`config.mk`:
```
export PLATFORM = sky130hd
export DESIGN_NAME = battery_adc_median_mean_percent_flat
export DESIGN_NICKNAME = d
export VERILOG_FILES = /design/src/bamm_pkg.sv /design/src/bamm_ifs.sv /design/src/battery_adc_median_mean_percent.sv /design/src/flat_wrapper.sv
export SDC_FILE = /design/constraint.sdc
export NUM_CORES = 1
export LEC_CHECK = 0
export BUFFER_PORTS_ARGS = -buffer_cell sky130_fd_sc_hd__buf_2
export CAP_MARGIN = 20
export CORE_MARGIN = 2
export CORE_UTILIZATION = 40
export CTS_CLUSTER_SIZE = 16
export DETAILED_ROUTE_END_ITERATION = 10
export GPL_TIMING_DRIVEN = 0
export PLACE_DENSITY_LB_ADDON = 0.08
export REMOVE_ABC_BUFFERS = 1
export SLEW_MARGIN = 20
export SYNTH_ARGS = -nofsm -noshare
export SYNTH_HDL_FRONTEND = slang
export SYNTH_SLANG_ARGS = --single-unit
```
`constraint.sdc`:
```
create_clock -name clock -period 10.9 [get_ports clock]
set_input_delay 0.545 -clock clock [delete_from_list [all_inputs] [get_ports clock]]
set_output_delay 0.545 -clock clock [all_outputs]
set_load 0.005 [all_outputs]
```
`src/bamm_pkg.sv`:
```
// bamm_pkg: field widths, thresholds and register indexes of the battery level filter
// no dependencies; used by the interfaces, the top level and the checker

package bamm_pkg;

   // field widths
   localparam int SAMPLE_W = 10;
   localparam int PCT_W    = 7;

   // shared divider: dividend covers 1023 * 100, divisor covers a 10-bit level span
   localparam int DIV_W  = 17;
   localparam int DEN_W  = 10;
   localparam int DCNT_W = $clog2(DIV_W + 1);

   // sample window limits (exclusive)
   localparam logic [SAMPLE_W-1:0] LOW_REJECT  = 10'd100;
   localparam logic [SAMPLE_W-1:0] HIGH_REJECT = 10'd1000;

   // full scale of the percentage
   localparam logic [PCT_W-1:0] PCT_FULL = 7'd100;

   // configuration registers
   localparam int CSR_IDX_W = 2;
   localparam logic [CSR_IDX_W-1:0] REG_EMPTY_LEVEL = 2'd0;
   localparam logic [CSR_IDX_W-1:0] REG_FULL_LEVEL  = 2'd1;

   localparam logic [SAMPLE_W-1:0] EMPTY_LEVEL_RST = 10'd475;
   localparam logic [SAMPLE_W-1:0] FULL_LEVEL_RST  = 10'd665;

endpackage

```
`src/bamm_ifs.sv`:
```
// bamm_req_if, bamm_rsp_if, bamm_csr_if: valid/ready channels of the battery level filter
// depends on bamm_pkg for field widths

// raw sample words
interface bamm_req_if;
   logic                          valid;
   logic                          ready;
   logic [bamm_pkg::SAMPLE_W-1:0] sample;

   modport source (output valid, output sample, input ready);
   modport sink   (input valid, input sample, output ready);
endinterface

// filtered result words
interface bamm_rsp_if;
   logic                          valid;
   logic                          ready;
   logic                          accepted;
   logic [bamm_pkg::SAMPLE_W-1:0] filtered_level;
   logic [bamm_pkg::PCT_W-1:0]    percent;
   logic                          stable;

   modport source (output valid, output accepted, output filtered_level,
                   output percent, output stable, input ready);
   modport sink   (input valid, input accepted, input filtered_level,
                   input percent, input stable, output ready);
endinterface

// register write words
interface bamm_csr_if;
   logic                           valid;
   logic                           ready;
   logic [bamm_pkg::CSR_IDX_W-1:0] index;
   logic [bamm_pkg::SAMPLE_W-1:0]  data;

   modport source (output valid, output index, output data, input ready);
   modport sink   (input valid, input index, input data, output ready);
endinterface

```
`src/battery_adc_median_mean_percent.sv`:
```
// battery_adc_median_mean_percent: median-then-mean battery level filter with charge percent
// depends on bamm_pkg and the channel interfaces in bamm_ifs.sv

// Takes one 10-bit converter word at a time and returns one result word for it. A rejected
// sample (outside 101..999) skips the median, mean and percent steps and repeats the held
// level, percent and stable flag. An accepted sample first goes through the median scan,
// which tries 1 to MEDIAN_WINDOW candidates, one per cycle, each against every filled
// window entry in parallel. Most of the time goes into one shared 17-step restoring
// divider, used once for the mean (sum by fill count) and once more for the percentage
// unless that is settled as zero. The input is not ready until the word in flight has
// moved to the output register; the output register lets the next word in while a result
// waits. Register writes are taken in any cycle and should be issued while idle.

module battery_adc_median_mean_percent #(
   parameter int MEDIAN_WINDOW = 7,
   parameter int MEAN_WINDOW   = 7
) (
   input  logic       clock,
   input  logic       reset,
   bamm_req_if.sink   req_ch,
   bamm_rsp_if.source rsp_ch,
   bamm_csr_if.sink   csr_ch
);

   localparam int SW     = bamm_pkg::SAMPLE_W;
   localparam int MIDX_W = (MEDIAN_WINDOW > 1) ? $clog2(MEDIAN_WINDOW) : 1;
   localparam int MCNT_W = $clog2(MEDIAN_WINDOW + 1);
   localparam int NIDX_W = (MEAN_WINDOW > 1) ? $clog2(MEAN_WINDOW) : 1;
   localparam int NCNT_W = $clog2(MEAN_WINDOW + 1);
   localparam int SUM_W  = SW + NCNT_W;

   // sequencer states
   localparam logic [2:0] ST_IDLE     = 3'd0;
   localparam logic [2:0] ST_MED      = 3'd1;
   localparam logic [2:0] ST_SUM      = 3'd2;
   localparam logic [2:0] ST_DIV_MEAN = 3'd3;
   localparam logic [2:0] ST_PCT      = 3'd4;
   localparam logic [2:0] ST_DIV_PCT  = 3'd5;
   localparam logic [2:0] ST_DONE     = 3'd6;

   logic [2:0] state_ff, state_in;

   // windows
   logic [SW-1:0] median_win_ff [MEDIAN_WINDOW];
   logic [SW-1:0] mean_win_ff   [MEAN_WINDOW];
   logic          med_we, mean_we;

   logic [MIDX_W-1:0] med_pos_ff, med_pos_in;
   logic [MCNT_W-1:0] med_fill_ff, med_fill_in;
   logic [MIDX_W-1:0] med_idx_ff, med_idx_in;
   logic [SW-1:0]     med_val_ff, med_val_in;
   logic [NIDX_W-1:0] mean_pos_ff, mean_pos_in;
   logic [NCNT_W-1:0] mean_fill_ff, mean_fill_in;
   logic [SUM_W-1:0]  mean_sum_ff, mean_sum_in;

   // word in flight
   logic                          acc_ff, acc_in;
   logic [SW-1:0]                 level_ff, level_in;
   logic [bamm_pkg::PCT_W-1:0]    pct_ff, pct_in;

   // held outputs
   logic                          rsp_valid_ff, rsp_valid_in;
   logic                          rsp_acc_ff, rsp_acc_in;
   logic [SW-1:0]                 last_level_ff, last_level_in;
   logic [bamm_pkg::PCT_W-1:0]    last_pct_ff, last_pct_in;
   logic                          stable_ff, stable_in;

   // configuration
   logic [SW-1:0] empty_ff, empty_in;
   logic [SW-1:0] full_ff, full_in;

   // shared divider
   logic [bamm_pkg::DIV_W-1:0]  div_quo_ff, div_quo_in;
   logic [bamm_pkg::DEN_W-1:0]  div_rem_ff, div_rem_in;
   logic [bamm_pkg::DEN_W-1:0]  div_den_ff, div_den_in;
   logic [bamm_pkg::DCNT_W-1:0] div_cnt_ff, div_cnt_in;
   logic [bamm_pkg::DEN_W:0]    div_trial, div_rem_step;
   logic                        div_ge;

   // combinational helpers
   logic              sample_ok;
   logic              req_fire;
   logic              rsp_load;
   logic [SW-1:0]     med_cand;
   logic [MCNT_W-1:0] lt_cnt, le_cnt, med_rank;
   logic              med_found;
   logic              mean_full;
   logic [SUM_W-1:0]  sum_new;
   logic [NCNT_W-1:0] fill_new;
   logic [SW:0]       num_diff, den_diff;
   logic [SW-1:0]     num_mag, den_mag;
   logic              pct_zero;
   logic [bamm_pkg::DIV_W-1:0] pct_prod;

   assign req_ch.ready = (state_ff == ST_IDLE);
   assign req_fire     = req_ch.valid && req_ch.ready;
   assign csr_ch.ready = 1'b1;
   assign sample_ok    = (req_ch.sample > bamm_pkg::LOW_REJECT) &&
                         (req_ch.sample < bamm_pkg::HIGH_REJECT);

   assign rsp_ch.valid          = rsp_valid_ff;
   assign rsp_ch.accepted       = rsp_acc_ff;
   assign rsp_ch.filtered_level = last_level_ff;
   assign rsp_ch.percent        = last_pct_ff;
   assign rsp_ch.stable         = stable_ff;

   // rank test of one median candidate against every filled entry
   always_comb begin
      lt_cnt   = '0;
      le_cnt   = '0;
      med_cand = median_win_ff[med_idx_ff];
      med_rank = (med_fill_ff - MCNT_W'(1)) >> 1;
      for (int j = 0; j < MEDIAN_WINDOW; j++) begin
         if (MCNT_W'(j) < med_fill_ff) begin
            if (median_win_ff[j] < med_cand) lt_cnt = lt_cnt + MCNT_W'(1);
            if (median_win_ff[j] <= med_cand) le_cnt = le_cnt + MCNT_W'(1);
         end
      end
      med_found = (lt_cnt <= med_rank) && (med_rank < le_cnt);
   end

   // running sum update
   assign mean_full = (mean_fill_ff == NCNT_W'(MEAN_WINDOW));
   assign sum_new   = mean_sum_ff + SUM_W'(med_val_ff) -
                      (mean_full ? SUM_W'(mean_win_ff[mean_pos_ff]) : SUM_W'(0));
   assign fill_new  = mean_full ? mean_fill_ff : mean_fill_ff + NCNT_W'(1);

   // percent operands: magnitudes and sign test
   assign num_diff = {1'b0, level_ff} - {1'b0, empty_ff};
   assign den_diff = {1'b0, full_ff} - {1'b0, empty_ff};
   assign num_mag  = num_diff[SW] ? SW'(-num_diff) : num_diff[SW-1:0];
   assign den_mag  = den_diff[SW] ? SW'(-den_diff) : den_diff[SW-1:0];
   assign pct_zero = (empty_ff == full_ff) || (num_mag == '0) ||
                     (num_diff[SW] != den_diff[SW]);
   assign pct_prod = bamm_pkg::DIV_W'(num_mag) * bamm_pkg::DIV_W'(bamm_pkg::PCT_FULL);

   // one restoring division step
   assign div_trial    = {div_rem_ff, div_quo_ff[bamm_pkg::DIV_W-1]};
   assign div_ge       = (div_trial >= {1'b0, div_den_ff});
   assign div_rem_step = div_ge ? div_trial - {1'b0, div_den_ff} : div_trial;

   // sequencer
   always_comb begin
      state_in     = state_ff;
      med_we       = 1'b0;
      mean_we      = 1'b0;
      med_pos_in   = med_pos_ff;
      med_fill_in  = med_fill_ff;
      med_idx_in   = med_idx_ff;
      med_val_in   = med_val_ff;
      mean_pos_in  = mean_pos_ff;
      mean_fill_in = mean_fill_ff;
      mean_sum_in  = mean_sum_ff;
      acc_in       = acc_ff;
      level_in     = level_ff;
      pct_in       = pct_ff;
      div_quo_in   = div_quo_ff;
      div_rem_in   = div_rem_ff;
      div_den_in   = div_den_ff;
      div_cnt_in   = div_cnt_ff;
      rsp_load     = 1'b0;

      unique case (state_ff)
         ST_IDLE: begin
            if (req_fire) begin
               acc_in = sample_ok;
               if (sample_ok) begin
                  med_we     = 1'b1;
                  med_pos_in = (med_pos_ff == MIDX_W'(MEDIAN_WINDOW - 1)) ?
                               MIDX_W'(0) : med_pos_ff + MIDX_W'(1);
                  if (med_fill_ff != MCNT_W'(MEDIAN_WINDOW))
                     med_fill_in = med_fill_ff + MCNT_W'(1);
                  med_idx_in = '0;
                  state_in   = ST_MED;
               end else begin
                  state_in = ST_DONE;
               end
            end
         end
         ST_MED: begin
            if (med_found) begin
               med_val_in = med_cand;
               state_in   = ST_SUM;
            end else begin
               med_idx_in = med_idx_ff + MIDX_W'(1);
            end
         end
         ST_SUM: begin
            mean_we      = 1'b1;
            mean_sum_in  = sum_new;
            mean_fill_in = fill_new;
            mean_pos_in  = (mean_pos_ff == NIDX_W'(MEAN_WINDOW - 1)) ?
                           NIDX_W'(0) : mean_pos_ff + NIDX_W'(1);
            div_quo_in   = bamm_pkg::DIV_W'(sum_new);
            div_rem_in   = '0;
            div_den_in   = bamm_pkg::DEN_W'(fill_new);
            div_cnt_in   = bamm_pkg::DCNT_W'(bamm_pkg::DIV_W);
            state_in     = ST_DIV_MEAN;
         end
         ST_DIV_MEAN, ST_DIV_PCT: begin
            if (div_cnt_ff != '0) begin
               div_quo_in = {div_quo_ff[bamm_pkg::DIV_W-2:0], div_ge};
               div_rem_in = div_rem_step[bamm_pkg::DEN_W-1:0];
               div_cnt_in = div_cnt_ff - bamm_pkg::DCNT_W'(1);
            end else if (state_ff == ST_DIV_MEAN) begin
               level_in = div_quo_ff[SW-1:0];
               state_in = ST_PCT;
            end else begin
               pct_in   = (div_quo_ff > bamm_pkg::DIV_W'(bamm_pkg::PCT_FULL)) ?
                          bamm_pkg::PCT_FULL : div_quo_ff[bamm_pkg::PCT_W-1:0];
               state_in = ST_DONE;
            end
         end
         ST_PCT: begin
            if (pct_zero) begin
               pct_in   = '0;
               state_in = ST_DONE;
            end else begin
               div_quo_in = pct_prod;
               div_rem_in = '0;
               div_den_in = bamm_pkg::DEN_W'(den_mag);
               div_cnt_in = bamm_pkg::DCNT_W'(bamm_pkg::DIV_W);
               state_in   = ST_DIV_PCT;
            end
         end
         ST_DONE: begin
            if (!rsp_valid_ff || rsp_ch.ready) begin
               rsp_load = 1'b1;
               state_in = ST_IDLE;
            end
         end
         default: state_in = ST_IDLE;
      endcase
   end

   // output word and held results
   always_comb begin
      rsp_valid_in  = rsp_valid_ff;
      rsp_acc_in    = rsp_acc_ff;
      last_level_in = last_level_ff;
      last_pct_in   = last_pct_ff;
      stable_in     = stable_ff;
      if (rsp_load) begin
         rsp_valid_in = 1'b1;
         rsp_acc_in   = acc_ff;
         if (acc_ff) begin
            last_level_in = level_ff;
            last_pct_in   = pct_ff;
            stable_in     = 1'b1;
         end
      end else if (rsp_ch.ready) begin
         rsp_valid_in = 1'b0;
      end
   end

   // register writes
   always_comb begin
      empty_in = empty_ff;
      full_in  = full_ff;
      if (csr_ch.valid) begin
         unique case (csr_ch.index)
            bamm_pkg::REG_EMPTY_LEVEL: empty_in = csr_ch.data;
            bamm_pkg::REG_FULL_LEVEL:  full_in  = csr_ch.data;
            default: ;
         endcase
      end
   end

   // control registers
   always_ff @(posedge clock) begin
      if (reset) begin
         state_ff      <= ST_IDLE;
         med_pos_ff    <= '0;
         med_fill_ff   <= '0;
         mean_pos_ff   <= '0;
         mean_fill_ff  <= '0;
         mean_sum_ff   <= '0;
         rsp_valid_ff  <= 1'b0;
         last_level_ff <= '0;
         last_pct_ff   <= '0;
         stable_ff     <= 1'b0;
         empty_ff      <= bamm_pkg::EMPTY_LEVEL_RST;
         full_ff       <= bamm_pkg::FULL_LEVEL_RST;
      end else begin
         state_ff      <= state_in;
         med_pos_ff    <= med_pos_in;
         med_fill_ff   <= med_fill_in;
         mean_pos_ff   <= mean_pos_in;
         mean_fill_ff  <= mean_fill_in;
         mean_sum_ff   <= mean_sum_in;
         rsp_valid_ff  <= rsp_valid_in;
         last_level_ff <= last_level_in;
         last_pct_ff   <= last_pct_in;
         stable_ff     <= stable_in;
         empty_ff      <= empty_in;
         full_ff       <= full_in;
      end
   end

   // datapath registers
   always_ff @(posedge clock) begin
      med_idx_ff <= med_idx_in;
      med_val_ff <= med_val_in;
      acc_ff     <= acc_in;
      level_ff   <= level_in;
      pct_ff     <= pct_in;
      rsp_acc_ff <= rsp_acc_in;
      div_quo_ff <= div_quo_in;
      div_rem_ff <= div_rem_in;
      div_den_ff <= div_den_in;
      div_cnt_ff <= div_cnt_in;
   end

   // window stores
   always_ff @(posedge clock) begin
      if (med_we) median_win_ff[med_pos_ff] <= req_ch.sample;
      if (mean_we) mean_win_ff[mean_pos_ff] <= med_val_ff;
   end

endmodule

```
`src/flat_wrapper.sv`:
```
// flat-port wrapper written by rule: the top's interface ports become plain ports
module battery_adc_median_mean_percent_flat 
#(
   parameter int MEDIAN_WINDOW = 7,
   parameter int MEAN_WINDOW   = 7
)
  (clock, reset, req_ch_valid, req_ch_sample, req_ch_ready, rsp_ch_valid, rsp_ch_accepted, rsp_ch_filtered_level, rsp_ch_percent, rsp_ch_stable, rsp_ch_ready, csr_ch_valid, csr_ch_index, csr_ch_data, csr_ch_ready);
  bamm_req_if req_ch_i ();
  bamm_rsp_if rsp_ch_i ();
  bamm_csr_if csr_ch_i ();
  input  logic clock;
  input  logic reset;
  input wire logic [$bits(req_ch_i.valid)-1:0] req_ch_valid;
  input wire logic [$bits(req_ch_i.sample)-1:0] req_ch_sample;
  output wire logic [$bits(req_ch_i.ready)-1:0] req_ch_ready;
  output wire logic [$bits(rsp_ch_i.valid)-1:0] rsp_ch_valid;
  output wire logic [$bits(rsp_ch_i.accepted)-1:0] rsp_ch_accepted;
  output wire logic [$bits(rsp_ch_i.filtered_level)-1:0] rsp_ch_filtered_level;
  output wire logic [$bits(rsp_ch_i.percent)-1:0] rsp_ch_percent;
  output wire logic [$bits(rsp_ch_i.stable)-1:0] rsp_ch_stable;
  input wire logic [$bits(rsp_ch_i.ready)-1:0] rsp_ch_ready;
  input wire logic [$bits(csr_ch_i.valid)-1:0] csr_ch_valid;
  input wire logic [$bits(csr_ch_i.index)-1:0] csr_ch_index;
  input wire logic [$bits(csr_ch_i.data)-1:0] csr_ch_data;
  output wire logic [$bits(csr_ch_i.ready)-1:0] csr_ch_ready;
  assign req_ch_i.valid = req_ch_valid;
  assign req_ch_i.sample = req_ch_sample;
  assign req_ch_ready = req_ch_i.ready;
  assign rsp_ch_valid = rsp_ch_i.valid;
  assign rsp_ch_accepted = rsp_ch_i.accepted;
  assign rsp_ch_filtered_level = rsp_ch_i.filtered_level;
  assign rsp_ch_percent = rsp_ch_i.percent;
  assign rsp_ch_stable = rsp_ch_i.stable;
  assign rsp_ch_i.ready = rsp_ch_ready;
  assign csr_ch_i.valid = csr_ch_valid;
  assign csr_ch_i.index = csr_ch_index;
  assign csr_ch_i.data = csr_ch_data;
  assign csr_ch_ready = csr_ch_i.ready;
  battery_adc_median_mean_percent #(.MEDIAN_WINDOW(MEDIAN_WINDOW), .MEAN_WINDOW(MEAN_WINDOW)) u_core (.clock(clock), .reset(reset), .req_ch(req_ch_i), .rsp_ch(rsp_ch_i), .csr_ch(csr_ch_i));
endmodule
```
## After elaboration in Yosys (flattened, before gate mapping)

Memory sizes are Yosys's and may differ from the RTL's. A register that Yosys moved wholly into a read port is not among the register bits.
Index checks and enable logic that the tools add are counted.
Widths: inputs -> output; s select.

| storage, ports and cells | value |
|---|---|
| RAM bits | 140 |
| logic and storage cells | 210 |
| output and inout bits | 22 |
| flip-flop bits (word level) | 141 |
| memories kept | 2 |
| input port bits | 27 |

| operators by class | value |
|---|---|
| multipliers | 1 |
| eq/ne operators | 23 |
| add/subtract/negate cells | 26 |
| muxes and demuxes | 78 |
| reduce and logical (&&, ||, !) cells | 30 |
| bitwise gates (word level) | 1 |
| order comparisons | 27 |

Memories:

| name | words | bits a word | rd ports | clocked after memory_dff | wr ports | RTL line | text |
|---|---|---|---|---|---|---|---|
| u_core.mean_win_ff | 7 | 10 | 1 | 1 | 1 | battery_adc_median_mean_percent.sv:45 | `logic [SW-1:0] mean_win_ff [MEAN_WINDOW];` |
| u_core.median_win_ff | 7 | 10 | 8 | 1 | 1 | battery_adc_median_mean_percent.sv:44 | `logic [SW-1:0] median_win_ff [MEDIAN_WINDOW];` |

Operator list:

| operator | count |
|---|---|
| $mux 3 | 39 |
| $le 10x10->1 | 7 |
| $lt 10x10->1 | 7 |
| $mux 10 | 7 |
| $add 3x1->3 const B | 17 |
| $pmux 17 s3 | 1 |
| $mux 17 | 2 |
| $pmux 10 s3 | 1 |
| $mux 7 | 4 |
| $sub 10x10->11 | 2 |
| $neg 10->10 | 2 |
| $pmux 10 s2 | 1 |
| $eq 3x3->1 const B | 6 |
| $pmux 3 s6 | 1 |
| $gt 17x7->1 const B | 1 |
| $reduce_and 4->1 | 4 |
| $mul 10x5->15 const B | 1 |
| $mux 1 | 15 |
| $pmux 5 s3 | 1 |
| $pmux 7 s2 | 1 |
| $add 13x10->13 | 1 |
| $sub 13x13->13 | 1 |
| $ne 2x2->1 const B | 6 |
| $reduce_and 2->1 | 6 |
| other kinds (33) | 52 |

## Longest topological paths before layout

An unclocked memory read counts as a cell.

| logic depth | value |
|---|---|
| word-level depth | 27 |
| gate-level depth with buffers | 31 |
| gate-level depth less buffers | 30 |

## Worst setup path before layout

No wires, ideal clock.

| timing | value |
|---|---|
| path type | reg2reg |
| start | register with a tool-made name |
| end | register u_core.med_val_ff[0] (enable) |
| period minus slack after synthesis | 8.342 ns |
| path buffers | 1 |
| arrival time | 7.949 ns |
| path slack | 2.558 ns |
| data required time | 10.507 ns |
| library setup time | 0.393 ns |
| cell stages (with the launch flop) | 27 |
| cell sequence | dfxtp_1 clkbuf_1 mux4_2 mux2i_1 ha_1 a21o_1 a21o_1 a21oi_1 nor2_1 a2111oi_0 ha_1 mux2_2 ha_1 mux2_2 ha_1 mux2_2 ha_1 mux2_2 ha_1 mux2_2 ha_1 mux2_2 ha_1 a21oi_1 a21oi_1 or2_1 a211oi_1 |

RTL lines:

| item | RTL line | text |
|---|---|---|
| end signal, assigned | battery_adc_median_mean_percent.sv:303 | `med_val_ff <= med_val_in;` |
| end, declared | battery_adc_median_mean_percent.sv:51 | `logic [SW-1:0] med_val_ff, med_val_in;` |

==> impl_metrics.toml <==
[route]
vias_per_cell = 5.130
drt.antenna.violating_nets = 0
detailedRoute.firstIterationViolations = 509
drc = 0
drt_wl_total_um = 39150
drt_first_pass_iters = 5
route.detailed.wl_per_inst_um = 17.42
via_count = 11530

[clocking]
ctsLongestPathBuffers = 3
insertion_delay_ps = 550
tritoncts.num_buffers = 36
tritoncts = "done"
cts_htree_levels = 2
ctsHoldBuffers = 0
post-cts-setup-buffers = 0
root_buffer = "sky130_fd_sc_hd__clkbuf_16"
worst_setup_hold_path_clk_slew_ps = 60
cts_num_sinks = 297
cts-resized-gates = 0

[sta]
max_clock_freq_ghz = 0.1144
setup-tns-final_ps = 0
worst-slew-pin-transition_ps = 1024
hold_slack_ps = 221.4
final-hold-violation-count = 0
fin_crit_sh = 0.8017
worst_clock_skew_ps = 21.50
layout_min_cycle_time_ps = 8738
finalSetupViolations = 0
slew_margin_rel = 0.2975
timing.final.max_slew_violations = 0
grt_setup_unrepaired = "false"

[worst_setup_path]
path_buf_inv = 0
crit_top_cell = "sky130_fd_sc_hd__ha_1"
setup.worst_path.class = "flip-flop to flip-flop"
critical_path_arrival_ps = 9000
crit_path_top_delay_cell = "sky130_fd_sc_hd__a2111oi_0"
cp-end-kind = "flip-flop"
cp_data_required_time_ps = 11160
start_kind = "flip-flop"
cp_max_fo = 20
cpPeakStageDelay_ps = 860
setup_slack_of_the_most_critical_reg_to_reg_path_ps = 2160
cpLargestDelayFamily = "multiplexers"

[yosys]
syn_avg_cell_area_um2 = 10.97
synthesis.area_um2 = 17360
synth_edf_count = 224
register_bit_total_from_synthesis = 297
async_flop_share = 0
synthesis.instances = 1583
synth.yosys.warnings = 0
synth_ff_type = "sky130_fd_sc_hd__edfxtp_1"
ys_seq_area_frac = 0.4715
synth.distinct_cells = 81

[run]
max_cap_violations = 0

[power_and_ir_drop]
power.ir.vdd_worst_mv = 0.1308
powerDensity_nw_per_um2 = 236.9
p_leak_uw = 0.007726

[placed_design]
place.port_buffers = 47
final_hpwl_dp_um = 29390
globalplace.congestion = 0.8618

[final_layout]
nNetsFinal = 1856
drive_gt1_frac = 0.1185
areaGrowthSynthToFinish_pct = 12.66
antenna-diode-count = 0

[status]
run_status = "finished, final reports clean"

[floorplan]
fp.dieW_um = 212.4
io-pin-count = 49
fp.dieH_um = 212.4
core-area_um2 = 42980
placement_rows = 76
initial_core_util = 0.4040
die-area_um2 = 45090

[global_routing]
grt.overflow.total = 0
first_global_vias = 11610
gr-usage-all-layers = 0.1803
grt_start_max_net_pins = 48
number_of_antenna_violations_at_the_first_check_in_global_routing = 0
grt_first_pass_wirelength_um = 62540

[min_path]
hold_path_class = "primary input to flip-flop"
[synth_stat cells, types with 9 or more instances]
master                     instances  area (um^2)
sky130_fd_sc_hd__edfxtp_1        224         6726
sky130_fd_sc_hd__ha_1            176         2202
sky130_fd_sc_hd__nand2_1         159        596.8
sky130_fd_sc_hd__inv_1           156        585.6
sky130_fd_sc_hd__nor2_1          114        427.9
sky130_fd_sc_hd__a21oi_1          98        490.5
sky130_fd_sc_hd__o21ai_0          78        390.4
sky130_fd_sc_hd__dfxtp_1          73         1461
sky130_fd_sc_hd__clkbuf_1         42        157.7
sky130_fd_sc_hd__xnor2_1          42        367.9
sky130_fd_sc_hd__mux2i_1          35        350.3
sky130_fd_sc_hd__mux4_2           30        675.7
sky130_fd_sc_hd__nor3_1           26        130.1
sky130_fd_sc_hd__nand3_1          25        125.1
sky130_fd_sc_hd__xor2_1           24        210.2
sky130_fd_sc_hd__fa_1             18        360.4
sky130_fd_sc_hd__nor2b_1          18        112.6
sky130_fd_sc_hd__nand4_1          17        106.4
sky130_fd_sc_hd__a21o_1           13        97.59
sky130_fd_sc_hd__a211o_1          12        105.1
sky130_fd_sc_hd__and2_1           12        75.07
sky130_fd_sc_hd__nand3b_1         12        90.09
sky130_fd_sc_hd__a21boi_0         10        75.07
sky130_fd_sc_hd__nor4_1           10        62.56
sky130_fd_sc_hd__o31ai_1           9        67.56
[power breakdown]
group	internal (uW)	switching (uW)
combinational	775	1080
clock	708	469
sequential	1440	168
total	2920	1710
[registers in the layout, indices dropped and copies added (netlist names), 5 cells and up, named ones only]
register                      cells
u_core.mean_win_ff               70
u_core.div_cnt_ff                 5
u_core.mean_sum_ff               13
u_core.full_ff                   10
u_core.level_ff                  10
u_core.div_rem_ff                10
u_core.div_quo_ff                17
u_core.pct_ff                     7
u_core.rsp_ch.percent             7
u_core.median_win_ff             80
u_core.rsp_ch.filtered_level     10
u_core.med_val_ff                10
u_core.empty_ff                  10
u_core.div_den_ff                10
[metal layers]
layer / routed length, um / GRT usage / up-vias
li1: - / - / 5822
met1: 18290 / 0.2365 / 5527
met2: 18790 / 0.3066 / 125
met3: 1151 / 0.02969 / 54
met4: 918 / 0.05377 / 0
met5: 0 / 0 / -
[logic make-up (layout without fill, tap and decap cells)]
family | after synthesis | count (layout) | share of synthesized area
buffers and inverters | 209 | 288 | 0.04705
adders and majority gates | 194 | 194 | 0.1476
DFF | 297 | 297 | 0.4715
other | 1 | 1 | 0.0002160
muxes | 72 | 72 | 0.06363
and+or+nand+nor | 446 | 446 | 0.1219
xor gates and xnor gates | 71 | 71 | 0.04006
AOI/OAI and AO/OA | 293 | 293 | 0.1080
[cells in the final DEF, fill, tap and decap left out, types with 7 or more instances in the layout]
cell type	synthesis	layout
sky130_fd_sc_hd__edfxtp_1	224	224
sky130_fd_sc_hd__ha_1	176	176
sky130_fd_sc_hd__nand2_1	159	159
sky130_fd_sc_hd__inv_1	156	156
sky130_fd_sc_hd__nor2_1	114	112
sky130_fd_sc_hd__a21oi_1	98	97
sky130_fd_sc_hd__o21ai_0	78	76
sky130_fd_sc_hd__dfxtp_1	73	69
sky130_fd_sc_hd__buf_2	2	52
sky130_fd_sc_hd__xnor2_1	42	42
sky130_fd_sc_hd__clkbuf_16	0	39
sky130_fd_sc_hd__mux2i_1	35	35
sky130_fd_sc_hd__mux4_2	30	30
sky130_fd_sc_hd__nand3_1	25	25
sky130_fd_sc_hd__xor2_1	24	24
sky130_fd_sc_hd__nor3_1	26	22
sky130_fd_sc_hd__nor2b_1	18	18
sky130_fd_sc_hd__fa_1	18	18
sky130_fd_sc_hd__nand4_1	17	17
sky130_fd_sc_hd__a21o_1	13	13
sky130_fd_sc_hd__nand3b_1	12	12
sky130_fd_sc_hd__a211o_1	12	12
sky130_fd_sc_hd__and2_1	12	11
sky130_fd_sc_hd__a21boi_0	10	10
sky130_fd_sc_hd__o31ai_1	9	9
sky130_fd_sc_hd__nand2b_1	8	8
sky130_fd_sc_hd__a31oi_1	7	7
sky130_fd_sc_hd__a211oi_1	8	7
sky130_fd_sc_hd__nor4_1	10	7
sky130_fd_sc_hd__and3_1	7	7
sky130_fd_sc_hd__mux2_2	7	7
sky130_fd_sc_hd__clkbuf_1	42	7
sky130_fd_sc_hd__buf_4	2	7
[worst paths after layout]
| check | to | depth (start not counted) | from |
|---|---|---|---|
| min | u_core.empty_ff[3] | 2 | csr_ch_data[3] |
| max reg2reg | u_core.med_idx_ff[1] | 26 | flip-flop |
| min reg2reg | u_core.rsp_ch.percent[4] | 2 | u_core.rsp_ch.percent[4] |
| max | u_core.med_idx_ff[1] | 26 | flip-flop |
[layout make-up]
type	count	area (um^2)
tap	585	732.0
multi-input combinational	1077	8454
fill	4081	23420
timing repair buffer	67	436.7
sequential	297	8193
clock buffer	48	1023
inverter	156	585.6
clock inverter	17	137.6
[per-stage QoR]
stage	power [uW]	instance area, um^2	cells	utilization	setup WS, ps
after floorplan	2938	17130	1530	-	2341
after global placement	3440	18100	2162	0.4211	90.52
after detailed placement	3497	18390	2182	0.4280	1721
after CTS	4707	19560	2247	0.4550	1741
after global routing	5016	19560	2247	0.4551	1840
final	4635	19560	2247	0.4551	2162
Note: power is estimated with default switching activity, not from simulation.
